<file path="src/hdl/aspa_pkg.sv">
// ----------------------------------------------------------------------------
// aspa_pkg
// Shared widths and types for the aliquot sum / perfect / amicable block.
// ----------------------------------------------------------------------------
package aspa_pkg;

    localparam int NumW   = 32;
    localparam int SumW   = 36;
    localparam int CntW   = 12;
    localparam int DivW   = 17;
    localparam int AddrW  = 1;
    localparam logic [31:0] LimitReset = 32'd10000;

    // register byte addresses
    localparam logic [2:0] RegUpperLimit = 3'd0;

    // job handed from front to back
    typedef struct packed {
        logic [NumW-1:0] number;
        logic            below_two;
    } t_job;

    // result beat
    typedef struct packed {
        logic [SumW-1:0] divisor_sum;
        logic [CntW-1:0] divisor_count;
        logic            is_perfect;
        logic            is_amicable;
        logic [NumW-1:0] partner_value;
    } t_res;

endpackage

</file>
<file path="src/hdl/aspa_if.sv">
// ----------------------------------------------------------------------------
// aspa_in_if / aspa_out_if
// Valid/ready channels for number beats and result beats.
// ----------------------------------------------------------------------------
interface aspa_in_if;
    logic                       valid;
    logic                       ready;
    logic [aspa_pkg::NumW-1:0]  number_value;
    modport source (output valid, output number_value, input ready);
    modport sink   (input valid, input number_value, output ready);
endinterface

interface aspa_out_if;
    logic                       valid;
    logic                       ready;
    logic [aspa_pkg::SumW-1:0]  divisor_sum;
    logic [aspa_pkg::CntW-1:0]  divisor_count;
    logic                       is_perfect;
    logic                       is_amicable;
    logic [aspa_pkg::NumW-1:0]  partner_value;
    modport source (output valid, output divisor_sum, output divisor_count,
                    output is_perfect, output is_amicable, output partner_value,
                    input ready);
    modport sink   (input valid, input divisor_sum, input divisor_count,
                    input is_perfect, input is_amicable, input partner_value,
                    output ready);
endinterface

</file>
<file path="src/hdl/aspa_front.sv">
// ----------------------------------------------------------------------------
// aspa_front
// Accepts number beats, classifies small numbers and queues jobs (depth 2).
// ----------------------------------------------------------------------------
module aspa_front (
    input  logic                 i_clk,
    input  logic                 i_rst_n,
    input  logic                 i_valid,
    output logic                 o_ready,
    input  logic [aspa_pkg::NumW-1:0] i_number,
    output logic                 o_job_valid,
    input  logic                 i_job_take,
    output aspa_pkg::t_job       o_job
);
    aspa_pkg::t_job r_mem [2];
    logic [aspa_pkg::AddrW-1:0] r_wp, r_rp;
    logic [1:0] r_cnt;
    logic       w_push, w_pop;

    assign o_ready     = (r_cnt != 2'd2);
    assign o_job_valid = (r_cnt != 2'd0);
    assign o_job       = r_mem[r_rp];
    assign w_push      = i_valid && o_ready;
    assign w_pop       = i_job_take && o_job_valid;

    // queue storage
    always_ff @(posedge i_clk) begin
        if (w_push) begin
            r_mem[r_wp].number    <= i_number;
            r_mem[r_wp].below_two <= (i_number < aspa_pkg::NumW'(2));
        end
    end

    // queue pointers
    always_ff @(posedge i_clk) begin
        if (!i_rst_n) begin
            r_wp  <= '0;
            r_rp  <= '0;
            r_cnt <= '0;
        end else begin
            if (w_push) r_wp <= r_wp + 1'b1;
            if (w_pop)  r_rp <= r_rp + 1'b1;
            r_cnt <= r_cnt + {1'b0, w_push} - {1'b0, w_pop};
        end
    end
endmodule

</file>
<file path="src/hdl/aspa_divsum.sv">
// ----------------------------------------------------------------------------
// aspa_divsum
// Sum and count of proper divisors by trial division, one bit of the
// restoring divide per cycle.
// ----------------------------------------------------------------------------
module aspa_divsum (
    input  logic                       i_clk,
    input  logic                       i_rst_n,
    input  logic                       i_start,
    input  logic [aspa_pkg::NumW-1:0]  i_n,
    output logic                       o_done,
    output logic [aspa_pkg::SumW-1:0]  o_sum,
    output logic [aspa_pkg::CntW-1:0]  o_cnt
);
    typedef enum logic [1:0] {S_IDLE, S_SQ, S_DIV, S_DONE} t_state;
    t_state r_state;
    logic [aspa_pkg::NumW-1:0] r_n, r_quo;
    logic [aspa_pkg::DivW-1:0] r_i;
    logic [aspa_pkg::NumW:0]   r_rem;
    logic [5:0]                r_bit;
    logic [aspa_pkg::SumW-1:0] r_sum;
    logic [aspa_pkg::CntW-1:0] r_cnt;
    logic [33:0]               r_sq;
    logic [aspa_pkg::NumW:0]   w_shift, w_diff;
    logic                      w_ge;

    assign w_shift = {r_rem[aspa_pkg::NumW-1:0], r_n[r_bit[4:0]]};
    assign w_diff  = w_shift - {16'd0, r_i};
    assign w_ge    = (w_shift >= {16'd0, r_i});
    assign o_done  = (r_state == S_DONE);
    assign o_sum   = r_sum;
    assign o_cnt   = r_cnt;

    // trial divisor loop
    always_ff @(posedge i_clk) begin
        if (!i_rst_n) begin
            r_state <= S_IDLE;
        end else begin
            case (r_state)
                S_IDLE: begin
                    if (i_start) begin
                        r_n     <= i_n;
                        r_i     <= aspa_pkg::DivW'(1);
                        r_sum   <= '0;
                        r_cnt   <= '0;
                        r_sq    <= 34'd1;
                        r_state <= (i_n < aspa_pkg::NumW'(2)) ? S_DONE : S_SQ;
                    end
                end
                S_SQ: begin
                    if (r_sq > {2'b0, r_n}) begin
                        r_state <= S_DONE;
                    end else begin
                        r_rem   <= '0;
                        r_quo   <= '0;
                        r_bit   <= 6'd31;
                        r_state <= S_DIV;
                    end
                end
                S_DIV: begin
                    r_rem <= w_ge ? w_diff : w_shift;
                    r_quo <= {r_quo[aspa_pkg::NumW-2:0], w_ge};
                    r_bit <= r_bit - 6'd1;
                    if (r_bit == 6'd0) begin
                        if ((w_ge ? w_diff : w_shift) == '0) begin
                            if (r_i != aspa_pkg::DivW'(1) && r_sq != {2'b0, r_n}) begin
                                r_sum <= r_sum + aspa_pkg::SumW'(r_i)
                                       + aspa_pkg::SumW'({r_quo[aspa_pkg::NumW-2:0], w_ge});
                                r_cnt <= r_cnt + aspa_pkg::CntW'(2);
                            end else begin
                                r_sum <= r_sum + aspa_pkg::SumW'(r_i);
                                r_cnt <= r_cnt + aspa_pkg::CntW'(1);
                            end
                        end
                        r_sq    <= r_sq + {16'd0, r_i, 1'b0} + 34'd1;
                        r_i     <= r_i + aspa_pkg::DivW'(1);
                        r_state <= S_SQ;
                    end
                end
                S_DONE:  r_state <= S_IDLE;
                default: r_state <= S_IDLE;
            endcase
        end
    end
endmodule

</file>
<file path="src/hdl/aspa_back.sv">
// ----------------------------------------------------------------------------
// aspa_back
// Runs the divisor sum for n, then for a partner in range; holds the result.
// ----------------------------------------------------------------------------
module aspa_back (
    input  logic                       i_clk,
    input  logic                       i_rst_n,
    input  logic                       i_job_valid,
    output logic                       o_job_take,
    input  aspa_pkg::t_job             i_job,
    input  logic [31:0]                i_limit,
    output logic                       o_valid,
    input  logic                       i_ready,
    output aspa_pkg::t_res             o_res
);
    typedef enum logic [2:0] {S_IDLE, S_RUN1, S_CHK, S_RUN2, S_OUT} t_state;
    t_state r_state;
    logic [aspa_pkg::NumW-1:0] r_n;
    logic                      r_below_two;
    aspa_pkg::t_res            r_res;
    logic                      w_start, w_done, w_go2;
    logic [aspa_pkg::NumW-1:0] w_arg;
    logic [aspa_pkg::SumW-1:0] w_sum;
    logic [aspa_pkg::CntW-1:0] w_cnt;

    assign o_job_take = (r_state == S_IDLE) && i_job_valid;
    assign o_valid    = (r_state == S_OUT);
    assign o_res      = r_res;
    assign w_start    = o_job_take || (r_state == S_CHK && w_go2);
    assign w_arg      = (r_state == S_IDLE) ? i_job.number
                                            : r_res.divisor_sum[aspa_pkg::NumW-1:0];

    assign w_go2 = (r_res.divisor_sum > aspa_pkg::SumW'(r_n))
                && (r_res.divisor_sum <= aspa_pkg::SumW'(i_limit))
                && !r_below_two;

    aspa_divsum u_divsum (
        .i_clk   (i_clk),
        .i_rst_n (i_rst_n),
        .i_start (w_start),
        .i_n     (w_arg),
        .o_done  (w_done),
        .o_sum   (w_sum),
        .o_cnt   (w_cnt)
    );

    // sequencer and result register
    always_ff @(posedge i_clk) begin
        if (!i_rst_n) begin
            r_state <= S_IDLE;
        end else begin
            case (r_state)
                S_IDLE: begin
                    if (i_job_valid) begin
                        r_n         <= i_job.number;
                        r_below_two <= i_job.below_two;
                        r_state     <= S_RUN1;
                    end
                end
                S_RUN1: begin
                    if (w_done) begin
                        r_res.divisor_sum   <= w_sum;
                        r_res.divisor_count <= w_cnt;
                        r_res.is_perfect    <= (w_sum == aspa_pkg::SumW'(r_n)) && !r_below_two;
                        r_res.is_amicable   <= 1'b0;
                        r_res.partner_value <= '0;
                        r_state <= S_CHK;
                    end
                end
                S_CHK:   r_state <= w_go2 ? S_RUN2 : S_OUT;
                S_RUN2: begin
                    if (w_done) begin
                        if (w_sum == aspa_pkg::SumW'(r_n)) begin
                            r_res.is_amicable   <= 1'b1;
                            r_res.partner_value <= r_res.divisor_sum[aspa_pkg::NumW-1:0];
                        end
                        r_state <= S_OUT;
                    end
                end
                S_OUT:   if (i_ready) r_state <= S_IDLE;
                default: r_state <= S_IDLE;
            endcase
        end
    end
endmodule

</file>
<file path="src/hdl/aliquot_sum_perfect_amicable.sv">
// ----------------------------------------------------------------------------
// aliquot_sum_perfect_amicable
// Proper divisor sum and count, perfect flag and amicable partner check.
// ----------------------------------------------------------------------------
// One number at a time is worked on. Each trial divisor i (i*i <= n) is tested
// in a bit-serial restoring divider; the partner is analysed the same way when
// the sum lies above n and within the upper limit. A two-entry queue in front
// lets up to two numbers wait while one is worked on; the result is held until
// taken.
module aliquot_sum_perfect_amicable (
    input  logic        i_clk,
    input  logic        i_rst_n,
    aspa_in_if.sink     s_in,
    aspa_out_if.source  m_out,
    input  logic        psel,
    input  logic        penable,
    input  logic        pwrite,
    input  logic [2:0]  paddr,
    input  logic [31:0] pwdata,
    output logic [31:0] prdata,
    output logic        pready
);
    logic [31:0]    r_limit;
    logic           w_job_valid, w_job_take;
    aspa_pkg::t_job w_job;
    aspa_pkg::t_res w_res;

    assign pready = 1'b1;
    assign prdata = (paddr == aspa_pkg::RegUpperLimit) ? r_limit : 32'd0;

    // configuration register
    always_ff @(posedge i_clk) begin
        if (!i_rst_n) begin
            r_limit <= aspa_pkg::LimitReset;
        end else if (psel && penable && pwrite && paddr == aspa_pkg::RegUpperLimit) begin
            r_limit <= pwdata;
        end
    end

    aspa_front u_front (
        .i_clk       (i_clk),
        .i_rst_n     (i_rst_n),
        .i_valid     (s_in.valid),
        .o_ready     (s_in.ready),
        .i_number    (s_in.number_value),
        .o_job_valid (w_job_valid),
        .i_job_take  (w_job_take),
        .o_job       (w_job)
    );

    aspa_back u_back (
        .i_clk       (i_clk),
        .i_rst_n     (i_rst_n),
        .i_job_valid (w_job_valid),
        .o_job_take  (w_job_take),
        .i_job       (w_job),
        .i_limit     (r_limit),
        .o_valid     (m_out.valid),
        .i_ready     (m_out.ready),
        .o_res       (w_res)
    );

    assign m_out.divisor_sum   = w_res.divisor_sum;
    assign m_out.divisor_count = w_res.divisor_count;
    assign m_out.is_perfect    = w_res.is_perfect;
    assign m_out.is_amicable   = w_res.is_amicable;
    assign m_out.partner_value = w_res.partner_value;
endmodule

</file>
<file path="src/flat_wrapper.sv">
// flat-port wrapper written by rule: the top's interface ports become plain ports
module aliquot_sum_perfect_amicable_flat 
  (i_clk, i_rst_n, psel, penable, pwrite, paddr, pwdata, prdata, pready, s_in_valid, s_in_number_value, s_in_ready, m_out_valid, m_out_divisor_sum, m_out_divisor_count, m_out_is_perfect, m_out_is_amicable, m_out_partner_value, m_out_ready);
  aspa_in_if s_in_i ();
  aspa_out_if m_out_i ();
  input  logic i_clk;
  input  logic i_rst_n;
  input  logic psel;
  input  logic penable;
  input  logic pwrite;
  input  logic [2:0] paddr;
  input  logic [31:0] pwdata;
  output logic [31:0] prdata;
  output logic pready;
  input wire logic [$bits(s_in_i.valid)-1:0] s_in_valid;
  input wire logic [$bits(s_in_i.number_value)-1:0] s_in_number_value;
  output wire logic [$bits(s_in_i.ready)-1:0] s_in_ready;
  output wire logic [$bits(m_out_i.valid)-1:0] m_out_valid;
  output wire logic [$bits(m_out_i.divisor_sum)-1:0] m_out_divisor_sum;
  output wire logic [$bits(m_out_i.divisor_count)-1:0] m_out_divisor_count;
  output wire logic [$bits(m_out_i.is_perfect)-1:0] m_out_is_perfect;
  output wire logic [$bits(m_out_i.is_amicable)-1:0] m_out_is_amicable;
  output wire logic [$bits(m_out_i.partner_value)-1:0] m_out_partner_value;
  input wire logic [$bits(m_out_i.ready)-1:0] m_out_ready;
  assign s_in_i.valid = s_in_valid;
  assign s_in_i.number_value = s_in_number_value;
  assign s_in_ready = s_in_i.ready;
  assign m_out_valid = m_out_i.valid;
  assign m_out_divisor_sum = m_out_i.divisor_sum;
  assign m_out_divisor_count = m_out_i.divisor_count;
  assign m_out_is_perfect = m_out_i.is_perfect;
  assign m_out_is_amicable = m_out_i.is_amicable;
  assign m_out_partner_value = m_out_i.partner_value;
  assign m_out_i.ready = m_out_ready;
  aliquot_sum_perfect_amicable u_core (.i_clk(i_clk), .i_rst_n(i_rst_n), .s_in(s_in_i), .m_out(m_out_i), .psel(psel), .penable(penable), .pwrite(pwrite), .paddr(paddr), .pwdata(pwdata), .prdata(prdata), .pready(pready));
endmodule
</file>
<file path="config.mk">
export PLATFORM = sky130hd
export DESIGN_NAME = aliquot_sum_perfect_amicable_flat
export DESIGN_NICKNAME = d
export VERILOG_FILES = /design/src/hdl/aspa_pkg.sv /design/src/hdl/aspa_if.sv /design/src/hdl/aspa_front.sv /design/src/hdl/aspa_divsum.sv /design/src/hdl/aspa_back.sv /design/src/hdl/aliquot_sum_perfect_amicable.sv /design/src/flat_wrapper.sv
export SDC_FILE = /design/constraint.sdc
export NUM_CORES = 1
export LEC_CHECK = 0
export CORE_MARGIN = 1.5
export CORE_UTILIZATION = 30
export CTS_CLUSTER_SIZE = 14
export DETAILED_ROUTE_END_ITERATION = 12
export DONT_BUFFER_PORTS = 1
export PLACE_DENSITY = 0.52
export SETUP_SLACK_MARGIN = 0.5
export SYNTH_ARGS = -nofsm -noshare
export SYNTH_HDL_FRONTEND = slang
export SYNTH_SLANG_ARGS = --single-unit
</file>
<file path="constraint.sdc">
create_clock -name i_clk -period 19.75 [get_ports i_clk]
set_input_delay 1.975 -clock i_clk [delete_from_list [all_inputs] [get_ports i_clk]]
set_output_delay 1.975 -clock i_clk [all_outputs]
set_load 0.005 [all_outputs]
</file>
==> metrics.yaml, run 1 <==
ys_seq_area_frac: 0.500
root_buffer: "clkbuf_16"
fin_tns_setup_ns: 0
antenna_found_initial: 3
skew_ns: 0.0764
area_growth_pct: 12.4
synth_xor_area_frac: 0.0642
antenna_cells: 0
rows: 104
synthesis.area_um2: 24500
final_area_um2: 27600
status: "complete, no violations"
maxCapViolations: 0
r2r-start: "u_core.u_back.u_divsum.r_bit[0]$_SDFFCE_PP1P_"
ff_latch_area_um2: 12300
power.share.sequential: 0.357
synth_commonest_cells: "edfxtp_1 (381), nor2_1 (195), ha_1 (186)"
htreeDepth: 2
routed_wl_um: 69900
grt_pass1_vias: 17000
worstPathMaxFanout: 22
rsz0062_at_grt: "false"
fin_crit_ns: 7.26
rrSetupSlack_ns: 12.49
synth-compound-area-share: 0.113
synth_nets: 2520
nFillCells: 7956
fin_crit_sh: 0.368
irDropWorstVdd_mv: 0.0712
ios: 191
hold_violations: 0
multi_input_area_um2: 11500
synth_top_area_share: 0.466
worstSetupPathType: "flop to flop"
overflow: 0
synth_top_family_by_area: "simple AND/OR/NAND/NOR gates"
drt_first_iter_violations: 1346
die_w_um: 289
cts_tree: "built"
core_area_um2: 80800
avgSynthCellArea_um2: 10.9
r2r-end: "u_core.u_back.u_divsum.o_sum[31]$_SDFFCE_PP0P_"
hold_buffers: 0
grt_usage: 0.163
dieArea_um2: 83500
synthSimpleGateAreaFrac: 0.152
post-cts-setup-buffers: 0
layout-drive-gt1-share: 0.0814
cts.clk_slew.worst_paths_ns: 0.06
setup_viol: 0
fmax_mhz: 138
async_flop_share: 0
clock_sinks: 423
yosys.area.top_type: "edfxtp_1"
start_util: 0.304
routedWlPerCell_um: 20.8
swShare: 0.373
critical_path_arrival_ns: 7.61
clock_latency_ns: 0.64
dp_hpwl_um: 53000
worstPathRequired_ns: 20.10
synth_seq_cells: 423
yosysMostFrequentCell: "edfxtp_1"
combinationalPowerShare: 0.377
drc: 0
reg2regPathDepth: 21
dpl_cell_area_um2: 25800
firstDrtPassIters: 7
synthAdderAreaFrac: 0.0981
port_buffers: 0
muxShareOfSynthArea: 0.0375
yosys-top-cells-area: "edfxtp_1 (47%), ha_1 (9.5%), xnor2_1 (3.7%), dfxtp_1 (3.4%), nor2_1 (3.0%)"
p_leak_nw: 10.3
ctsResizeCount: 0
p_int_mw: 2.34
synth_edf_count: 381
yosysWarnings: 0
max_slew_margin: 0.157
finalMaxSlewViolations: 0
grt_pass1_wl_um: 105000
endpoint: "u_core.u_back.u_divsum.o_sum[31]$_SDFFCE_PP0P_"
power_frac_clock: 0.266
worst_setup_path_end_kind: "flop"
grt_max_degree: 79
power.density_nw_per_um2: 135
vias: 17300
gp_congestion: 0.889
tightest_slew_ns: 1.26
power.switching_mw: 1.39
viasPerCell: 5.16
nNetsFinal: 2521
clockBufferDepth: 3
yosysUniqueCellTypes: 75
cts_buffers: 49
die_h_um: 289
min_path_type: "flop to flop"
cp-start-kind: "flop"
detail-route-antenna-nets: 0
yosys_most_used_dff: "edfxtp_1"
syn_inst: 2256
startpoint: "u_core.u_back.u_divsum.r_bit[0]$_SDFFCE_PP1P_"
==> layout make-up <==
| cell class | instances | area share |
|---|---|---|
| inverters | 148 | 0.0202 |
| clock buffers | 52 | 0.0449 |
| repair buffers | 22 | 0.00599 |
| well taps | 1060 | 0.0481 |
| multi-input cells | 1613 | 0.417 |
| clock inverters | 40 | 0.0187 |
| flip-flops and latches | 423 | 0.445 |
==> cell families (layout without fill, tap and decap cells) <==
logic type,after synthesis,after routing
simple gates,741,741
compound gates,427,427
flops,423,423
buf+inv,220,262
fa+ha+maj,190,190
xor+xnor,180,180
mux,74,74
other cells,1,1
==> power by group through the flow <==
stage	clock network, mW	logic (mW)	registers, mW
finish	0.990	1.40	1.33
global route	1.04	1.56	1.35
CTS	1.01	1.41	1.33
detailed placement	0	1.40	1.35
global placement	0	1.38	1.34
floorplan	0	1.07	1.28
==> flip-flops by register name, summed over array words and instances, names as in the netlist, 31 cells and up, named ones only <==
signal and cells:
u_core.u_back.u_divsum.r_n 32, u_core.u_back.o_res 82, u_core.r_limit 32, u_core.u_back.r_n 32, u_core.u_back.u_divsum.o_sum 36, u_core.u_back.u_divsum.r_sq 34, u_core.u_back.u_divsum.r_rem 32, u_core.u_back.u_divsum.r_quo 31
u_core.u_front.r_mem 66
==> metrics by stage <==
stage	hold WS, ns	utilization	instances	power, mW	setup slack (ns)
after global routing	0.506	0.341	3358	3.95	12.09
after global placement	0.469	0.320	3266	2.72	12.54
after CTS	0.485	0.341	3358	3.75	12.45
final	0.480	0.341	3358	3.73	12.49
after floorplan	0.436	-	2256	2.35	12.50
after detailed placement	0.473	0.320	3266	2.74	12.47
==> worst min path at each step <==
stage	start	endpoint	depth (start not counted)
floorplan	u_core.u_back.u_divsum.o_cnt[11]$_SDFFCE_PP0P_	u_core.u_back.o_res[45]$_DFFE_PP_	0
global placement	u_core.r_limit[5]$_SDFFE_PN0P_	u_core.r_limit[5]$_SDFFE_PN0P_	2
detailed placement	u_core.r_limit[18]$_SDFFE_PN0P_	u_core.r_limit[18]$_SDFFE_PN0P_	2
CTS	u_core.r_limit[18]$_SDFFE_PN0P_	u_core.r_limit[18]$_SDFFE_PN0P_	2
global route	u_core.r_limit[3]$_SDFFE_PN0P_	u_core.r_limit[3]$_SDFFE_PN0P_	2
finish	u_core.u_back.u_divsum.o_cnt[11]$_SDFFCE_PP0P_	u_core.u_back.o_res[45]$_DFFE_PP_	0
==> per-layer routing <==
| layer | track usage | part of all wire | wire length, µm |
|---|---|---|---|
| met3 | 0.0246 | 0.060 | 4180 |
| met4 | 0.0361 | 0.017 | 1150 |
| met5 | 0 | 0 | 0 |
| met1 | 0.221 | 0.45 | 31200 |
| met2 | 0.275 | 0.48 | 33400 |
==> cell usage in the layout (no fill, tap or decap), types with 65 or more instances in the layout <==
master      n
a21oi_1   132
and2_1     78
edfxtp_1  381
ha_1      186
inv_1     147
nand2_1   161
nor2_1    192
o21ai_0    65
xnor2_1   103
xor2_1     77
==> critical path, cell delays in order, from the launching register on <==
cell and delay [ns]:
edfxtp_1 0.74, mux4_2 0.58, mux4_2 0.50, mux2i_1 0.46
ha_1 0.28, nor2b_1 0.07, o31a_1 0.27, o31ai_1 0.30
a21o_1 0.29, o211a_4 0.40, inv_4 0.17, ha_1 0.29
a211oi_1 0.30, o21bai_1 0.15, o41a_1 0.39, a221o_1 0.37
a21oi_1 0.44, o41ai_1 0.22, o211a_1 0.27, or3_1 0.31
nand3_1 0.09, a21oi_1 0.07
(Power assumes the default switching activity.)
==> run 2: changes to the inputs <==
==> constraint.sdc (replaced) <==
create_clock -name i_clk -period 7.3 [get_ports i_clk]
set_input_delay 0.73 -clock i_clk [delete_from_list [all_inputs] [get_ports i_clk]]
set_output_delay 0.73 -clock i_clk [all_outputs]
set_load 0.005 [all_outputs]
==> run 2 against run 1 <==
  * Critical path type unchanged
  * Wire length increased by 1.5%
  * Register-to-register slack got worse by 11 ns
  * Core utilization fell by 0.076 points
  * Cell area is 0.22% lower
  * Sequential cell count is the same
  * Critical endpoint is now u_core.u_back.u_divsum.o_sum[30]$_SDFFCE_PP0P_
==> metrics.yaml, run 2 (synthesis results as in run 1) <==
gp_congestion: 0.896  # was 0.889
largest_reg_flops: 82  # unchanged
dp_hpwl_um: 53700  # was 53000 µm
hold_depth: 0  # unchanged
power.density_nw_per_um2: 362  # was 135 nW/µm²
grt_max_degree: 99  # was 79
fin_crit_ns: 6.20  # was 7.26 ns
p_leak_nw: 10.3  # about the same
routed_wl_um: 71000  # was 69900 µm
path_common_cell: "o21ai_0"
tightest_slew_ns: 1.25  # was 1.26 ns
reg2regPathDepth: 23  # was 21
cts_buffers: 49  # unchanged
ios: 191  # unchanged
overflow: 0  # unchanged
dieArea_um2: 83500  # unchanged
critical_path_arrival_ns: 6.54  # was 7.61 ns
antenna_cells: 0  # unchanged
nNetsFinal: 2528  # was 2521
routedWlPerCell_um: 21.1  # was 20.8 µm
maxCapViolations: 0  # unchanged
r2r-start: "u_core.u_back.u_divsum.r_bit[1]$_SDFFCE_PP1P_"  # was u_core.u_back.u_divsum.r_bit[0]$_SDFFCE_PP1P_
r2r-end: "u_core.u_back.u_divsum.o_sum[30]$_SDFFCE_PP0P_"  # was u_core.u_back.u_divsum.o_sum[31]$_SDFFCE_PP0P_
die_w_um: 289  # unchanged
status: "complete, no violations"  # unchanged
cts_tree: "built"  # unchanged
post-route-util: 0.341  # about the same
rrSetupSlack_ns: 1.10  # was 12.49 ns
die_h_um: 289  # unchanged
startpoint: "u_core.u_back.u_divsum.r_bit[1]$_SDFFCE_PP1P_"  # was u_core.u_back.u_divsum.r_bit[0]$_SDFFCE_PP1P_
crit_slowest_cell: "edfxtp_1"  # unchanged
hold_buffers: 0  # unchanged
min-delay-start: "s_in_number_value[23]"  # was u_core.u_back.u_divsum.o_cnt[11]$_SDFFCE_PP0P_
path_delay_family: "compound AO/OA/AOI/OAI gates"  # unchanged
worst_setup_path_end_kind: "flop"  # unchanged
ctsResizeCount: 0  # unchanged
finalMaxSlewViolations: 0  # unchanged
worstSetupPathType: "flop to flop"  # unchanged
htreeDepth: 2  # unchanged
start_util: 0.304  # unchanged
layout-drive-gt1-share: 0.0816  # was 0.0814
drt_first_iter_violations: 1480  # was 1346
grt_pass1_wl_um: 105000  # about the same
grt_usage: 0.166  # was 0.163
fin_tns_setup_ns: 0  # unchanged
hold_violations: 0  # unchanged
worstPathMaxFanout: 10  # was 22
core_area_um2: 80800  # unchanged
rsz0062_at_grt: "false"  # unchanged
area_growth_pct: 12.1  # was 12.4%
dpl_cell_area_um2: 25900  # was 25800 µm²
max_slew_margin: 0.160  # was 0.157
rows: 104  # unchanged
vias: 17400  # was 17300
critPathBufInv: 2  # was 1
antenna_found_initial: 1  # was 3
critical_path.cell_chain: "mux4_2 -> mux4_2 -> mux2i_1 -> buf_4 -> ha_1 -> nor2b_1 -> o31a_1 -> o31ai_1 -> a21o_1 -> o211a_4 -> inv_4 -> ha_1 -> fa_1 -> a21o_1 -> a21oi_1 -> o21ai_0 -> nand4_1 -> o211ai_1 -> a31oi_1 -> o21ai_0 -> o21ai_0 -> xor2_1 -> a211oi_1"  # was mux4_2 -> mux4_2 -> mux2i_1 -> ha_1 -> nor2b_1 -> o31a_1 -> o31ai_1 -> a21o_1 -> o211a_4 -> inv_4 -> ha_1 -> a211oi_1 -> o21bai_1 -> o41a_1 -> a221o_1 -> a21oi_1 -> o41ai_1 -> o211a_1 -> or3_1 -> nand3_1 -> a21oi_1
setup_viol: 0  # unchanged
drc: 0  # unchanged
cp-start-kind: "flop"  # unchanged
grt_pass1_vias: 16900  # was 17000
slowest_delay_ns: 0.66  # was 0.74 ns
dp_cells: 3272  # was 3266
layout_commonest_cell: "edfxtp_1"  # unchanged
firstDrtPassIters: 5  # was 7
clockBufferDepth: 3  # unchanged
fmax_mhz: 161  # was 138 MHz
worstPathRequired_ns: 7.64  # was 20.10 ns
finalNonFillerCells: 3364  # was 3358
cts.clk_slew.worst_paths_ns: 0.06  # about the same
min_path_type: "input port to flop"  # was flop to flop
detail-route-antenna-nets: 0  # unchanged
hold_path_end: "u_core.u_front.r_mem[1][24]$_DFFE_PP_"  # was u_core.u_back.o_res[45]$_DFFE_PP_
clock_latency_ns: 0.62  # was 0.64 ns
port_buffers: 0  # unchanged
viasPerCell: 5.17  # was 5.16
final_area_um2: 27500  # was 27600 µm²
root_buffer: "clkbuf_16"  # unchanged
clock_sinks: 423  # unchanged
fin_crit_sh: 0.849  # was 0.368
irDropWorstVdd_mv: 0.175  # was 0.0712 mV
skew_ns: 0.0389  # was 0.0764 ns
layout_common_cells: "edfxtp_1 (381), nor2_1 (192), ha_1 (186)"  # unchanged
run 2: per-layer routing:
| layer | wire (µm) | vias to the layer above | global-route usage |
|---|---|---|---|
| li1 | - | 8256 | - |
| met1 | 31700 | 8466 | 0.225 |
| met2 | 32600 | 545 | 0.268 |
| met3 | 4570 | 112 | 0.0297 |
| met4 | 2120 | 0 | 0.0507 |
| met5 | 0 | - | 0 |
run 2: worst max-delay path by stage:
stage / end / cells past startpoint
final: u_core.u_back.u_divsum.o_sum[30]$_SDFFCE_PP0P_ / 23
after global routing: u_core.u_back.u_divsum.o_sum[30]$_SDFFCE_PP0P_ / 24
after CTS: u_core.u_back.u_divsum.o_sum[30]$_SDFFCE_PP0P_ / 23
after detailed placement: u_core.u_back.u_divsum.o_sum[30]$_SDFFCE_PP0P_ / 23
after global placement: u_core.u_back.u_divsum.o_sum[30]$_SDFFCE_PP0P_ / 23
after floorplan: u_core.u_back.u_divsum.o_cnt[0]$_SDFFCE_PP0P_ / 17
run 2: power by group:
part           switching [mW]  internal (mW)  total [mW]
clock                    1.07           1.44        2.51
combinational            2.33           1.53        3.86
sequential              0.372           3.22        3.59
run 2: repair_timing:
item,in CTS,in global routing
setup buffers,0,1
hold endpoints to repair,0,0
setup endpoints to repair,0,5
run 2: final cells by class:
class | instances | area [µm²]
Tap cell | 1060 | 1330
Sequential cell | 423 | 12300
Clock buffer | 56 | 1270
Timing Repair Buffer | 29 | 243
Multi-Input combinational cell | 1613 | 11500
Fill cell | 8057 | 53300
Clock inverter | 35 | 343
Inverter | 148 | 558
run 2: through the flow:
stage	setup slack [ns]	hold slack, ns	power [mW]
after detailed placement	0.817	0.470	7.46
after CTS	0.784	0.184	10.0
after global placement	0.914	0.466	7.41
after floorplan	0.927	0.436	6.36
after global routing	0.679	0.186	10.6
final	1.10	0.211	9.96
==> run 3: changes to the inputs <==
--- a/config.mk
+++ b/config.mk
@@ -5,6 +5,7 @@
 export SDC_FILE = /design/constraint.sdc
 export NUM_CORES = 1
 export LEC_CHECK = 0
+export ABC_AREA = 1
 export CORE_MARGIN = 1.5
 export CORE_UTILIZATION = 30
 export CTS_CLUSTER_SIZE = 14
==> constraint.sdc (replaced) <==
create_clock -name i_clk -period 5.95 [get_ports i_clk]
set_input_delay 0.595 -clock i_clk [delete_from_list [all_inputs] [get_ports i_clk]]
set_output_delay 0.595 -clock i_clk [all_outputs]
set_load 0.005 [all_outputs]
==> run 3 against run 2 <==
  * Critical path depth increased by 3
  * Area after synthesis increased by 7.4%
  * Fmax increased by 26%
  * Power increased by 40%
  * Highest routed layer unchanged
==> metrics.yaml, run 3 <==
dieArea_um2: 89600  # was 83500 µm²
nFillCells: 9064  # was 8057
cp-start-kind: "flop"  # unchanged
max_slew_margin: 0.236  # was 0.160
grt_max_degree: 60  # was 99
die_h_um: 299  # was 289 µm
routed_wl_um: 78700  # was 71000 µm
fin_crit_sh: 0.824  # was 0.849
ff_latch_area_um2: 12300  # about the same
layout_common_cells: "nand2_1 (676), inv_1 (465), edfxtp_1 (381)"  # was edfxtp_1 (381), nor2_1 (192), ha_1 (186)
yosysMostFrequentCell: "nand2_1"  # was edfxtp_1
muxShareOfSynthArea: 0.00556  # was 0.0375
synth_top_area_share: 0.434  # was 0.466
worstPathRequired_ns: 6.18  # was 7.64 ns
clock_sinks: 423  # unchanged
worst_setup_path_end_kind: "flop"  # unchanged
synth_seq_cells: 423  # unchanged
p_leak_nw: 12.3  # was 10.3 nW
routedWlPerCell_um: 18.0  # was 21.1 µm
area_growth_pct: 11.9  # was 12.1%
power.density_nw_per_um2: 473  # was 362 nW/µm²
dpl_cell_area_um2: 27800  # was 25900 µm²
syn_inst: 3161  # was 2256
cts_buffers: 48  # was 49
layout_commonest_cell: "nand2_1"  # was edfxtp_1
start_util: 0.303  # was 0.304
final_area_um2: 29500  # was 27500 µm²
viasPerCell: 4.83  # was 5.17
place_ws_ns: 0.876  # was 0.817 ns
rows: 108  # was 104
overflow: 0  # unchanged
antenna_found_initial: 0  # was 1
grt_pass1_wl_um: 119000  # was 105000 µm
firstDrtPassIters: 8  # was 5
tightest_slew_ns: 1.14  # was 1.25 ns
root_buffer: "clkbuf_16"  # unchanged
fin_tns_setup_ns: 0  # unchanged
synth_top_family_by_area: "simple AND/OR/NAND/NOR gates"  # unchanged
cts.clk_slew.worst_paths_ns: 0.07  # was 0.06 ns
grt_pass1_vias: 19800  # was 16900
irDropWorstVdd_mv: 0.245  # was 0.175 mV
critical_path_arrival_ns: 5.14  # was 6.54 ns
yosysWarnings: 0  # unchanged
status: "complete, no violations"  # unchanged
detail-route-antenna-nets: 0  # unchanged
ios: 191  # unchanged
setup_viol: 0  # unchanged
ys_seq_area_frac: 0.466  # was 0.500
yosys_most_used_dff: "edfxtp_1"  # unchanged
fin_crit_ns: 4.90  # was 6.20 ns
clockBufferDepth: 3  # unchanged
yosys.area.top_type: "edfxtp_1"  # unchanged
vias: 21100  # was 17400
die_w_um: 299  # was 289 µm
drt_first_iter_violations: 1621  # was 1480
async_flop_share: 0  # unchanged
synth-compound-area-share: 0.113  # about the same
synthSimpleGateAreaFrac: 0.217  # was 0.152
skew_ns: 0.0258  # was 0.0389 ns
port_buffers: 0  # unchanged
synth_nets: 3425  # was 2520
fmax_mhz: 204  # was 161 MHz
worstSetupPathType: "flop to flop"  # unchanged
synthesis.area_um2: 26300  # was 24500 µm²
hold_violations: 0  # unchanged
antenna_cells: 0  # unchanged
nNetsFinal: 3435  # was 2528
cts_tree: "built"  # unchanged
min_path_type: "input port to flop"  # unchanged
synth_commonest_cells: "nand2_1 (676), inv_1 (466), edfxtp_1 (381)"  # was edfxtp_1 (381), nor2_1 (195), ha_1 (186)
worst_slack_ns: 1.05  # was 1.10 ns
maxCapViolations: 0  # unchanged
htreeDepth: 2  # unchanged
core_area_um2: 86900  # was 80800 µm²
synthAdderAreaFrac: 0.0914  # was 0.0981
worstPathMaxFanout: 48  # was 10
drc: 0  # unchanged
finalMaxSlewViolations: 0  # unchanged
dp_hpwl_um: 61100  # was 53700 µm
gp_congestion: 0.908  # was 0.896
multi_input_area_um2: 12100  # was 11500 µm²
grt_usage: 0.172  # was 0.166
yosysUniqueCellTypes: 54  # was 75
synth_edf_count: 381  # unchanged
avgSynthCellArea_um2: 8.33  # was 10.9 µm²
yosys-top-cells-area: "edfxtp_1 (43%), nand2_1 (9.6%), ha_1 (8.8%), inv_1 (6.6%), nor2_1 (5.2%)"  # was edfxtp_1 (47%), ha_1 (9.5%), xnor2_1 (3.7%), dfxtp_1 (3.4%), nor2_1 (3.0%)
layout-drive-gt1-share: 0.0498  # was 0.0816
synth_xor_area_frac: 0.0286  # was 0.0642
clock_latency_ns: 0.61  # was 0.62 ns
largest_reg_flops: 82  # unchanged
rsz0062_at_grt: "false"  # unchanged
[run 3: cell count changes in the layout (fill, tap and decap cells not counted), moves of 23 or more]
cell and delta:
nand2_1 +515, inv_1 +318, nor2_1 +168, o21ai_0 +141
a21oi_1 +112, nand3_1 +89, and2_1 -76, xnor2_1 -71
and3_1 -52, a21o_1 -46, nor3_1 +33, a21boi_0 -32
mux2_2 -30, xor2_1 -23
[run 3: worst max-delay path: stages, from the launching register on]
cell and delay, ns:
edfxtp_1 0.34, buf_6 0.21, clkinvlp_4 0.21, o21ai_0 0.22
nand2_1 0.08, a21oi_1 0.16, nand2_1 0.07, nand2_1 0.15
ha_1 0.17, inv_1 0.09, fa_1 0.43, nand3_1 0.11
nand3_1 0.14, nand2_1 0.09, nand2_1 0.14, nand2_1 0.12
nand2_1 0.09, nand2_1 0.09, nand2_1 0.05, nand2_1 0.06
nand2_1 0.07, o21ai_0 0.27, nand3_1 0.16, nor2_1 0.12
nand2_1 0.10, a21oi_4 0.12, buf_4 0.59
[run 3: power breakdown]
part           internal (mW)  switching, mW
logic                   1.96           4.19
registers               4.05          0.577
clock network           1.82           1.34
[run 3: per-stage QoR]
step | power [mW] | hold slack [ns] | std cells | util
after floorplan | 8.90 | 0.426 | 3161 | -
after global placement | 10.8 | 0.433 | 4272 | 0.319
after detailed placement | 10.8 | 0.434 | 4272 | 0.319
after CTS | 14.0 | 0.0475 | 4362 | 0.339
after global routing | 15.0 | 0.0559 | 4366 | 0.339
final | 13.9 | 0.0844 | 4366 | 0.339
[run 3: layout make-up]
type                            count  area share
Clock buffer                       61      0.0462
Clock inverter                     29      0.0108
Inverter                          478      0.0610
Multi-Input combinational cell   2197       0.410
Sequential cell                   423       0.417
Tap cell                         1155      0.0490
Timing Repair Buffer               23     0.00641
[run 3: cell families (layout without fill, tap and decap cells)]
group / Yosys count / count (layout)
AO/OA/AOI/OAI: 551 / 551
XOR/XNOR: 86 / 86
adder cells (fa/ha/maj): 190 / 190
buffers and inverters: 541 / 591
flip-flops: 423 / 423
multiplexers: 13 / 13
other: 1 / 1
AND/OR/NAND/NOR: 1356 / 1356
[run 3: path summary, 6_finish.rpt]
path                                                  from                                              to  slack (ns)  cells past startpoint
max          u_core.u_back.u_divsum.r_bit[0]$_SDFFCE_PP1P_  u_core.u_back.u_divsum.o_sum[31]$_SDFFCE_PP0P_        1.05                     26
max reg2reg  u_core.u_back.u_divsum.r_bit[0]$_SDFFCE_PP1P_  u_core.u_back.u_divsum.o_sum[31]$_SDFFCE_PP0P_        1.05                     26
min reg2reg               u_core.u_front.r_rp$_SDFFE_PN0P_                                            flop        0.44                      1
min                                   s_in_number_value[0]            u_core.u_front.r_mem[1][1]$_DFFE_PP_        0.08                      0
[run 3: layer usage]
| layer | wire (µm) | global-route usage | up-vias |
|---|---|---|---|
| met5 | 0 | 0 | - |
| met4 | 1900 | 0.0453 | 0 |
| met3 | 3440 | 0.0223 | 100 |
| met2 | 36700 | 0.282 | 407 |
| met1 | 36600 | 0.238 | 9892 |
| li1 | - | - | 10700 |
[run 3: timing repair]
action | in CTS | in global routing
resized for setup | 0 | 3
setup buffers | 0 | 4
hold buffers | 0 | 0
endpoints found under the setup margin | 0 | 52
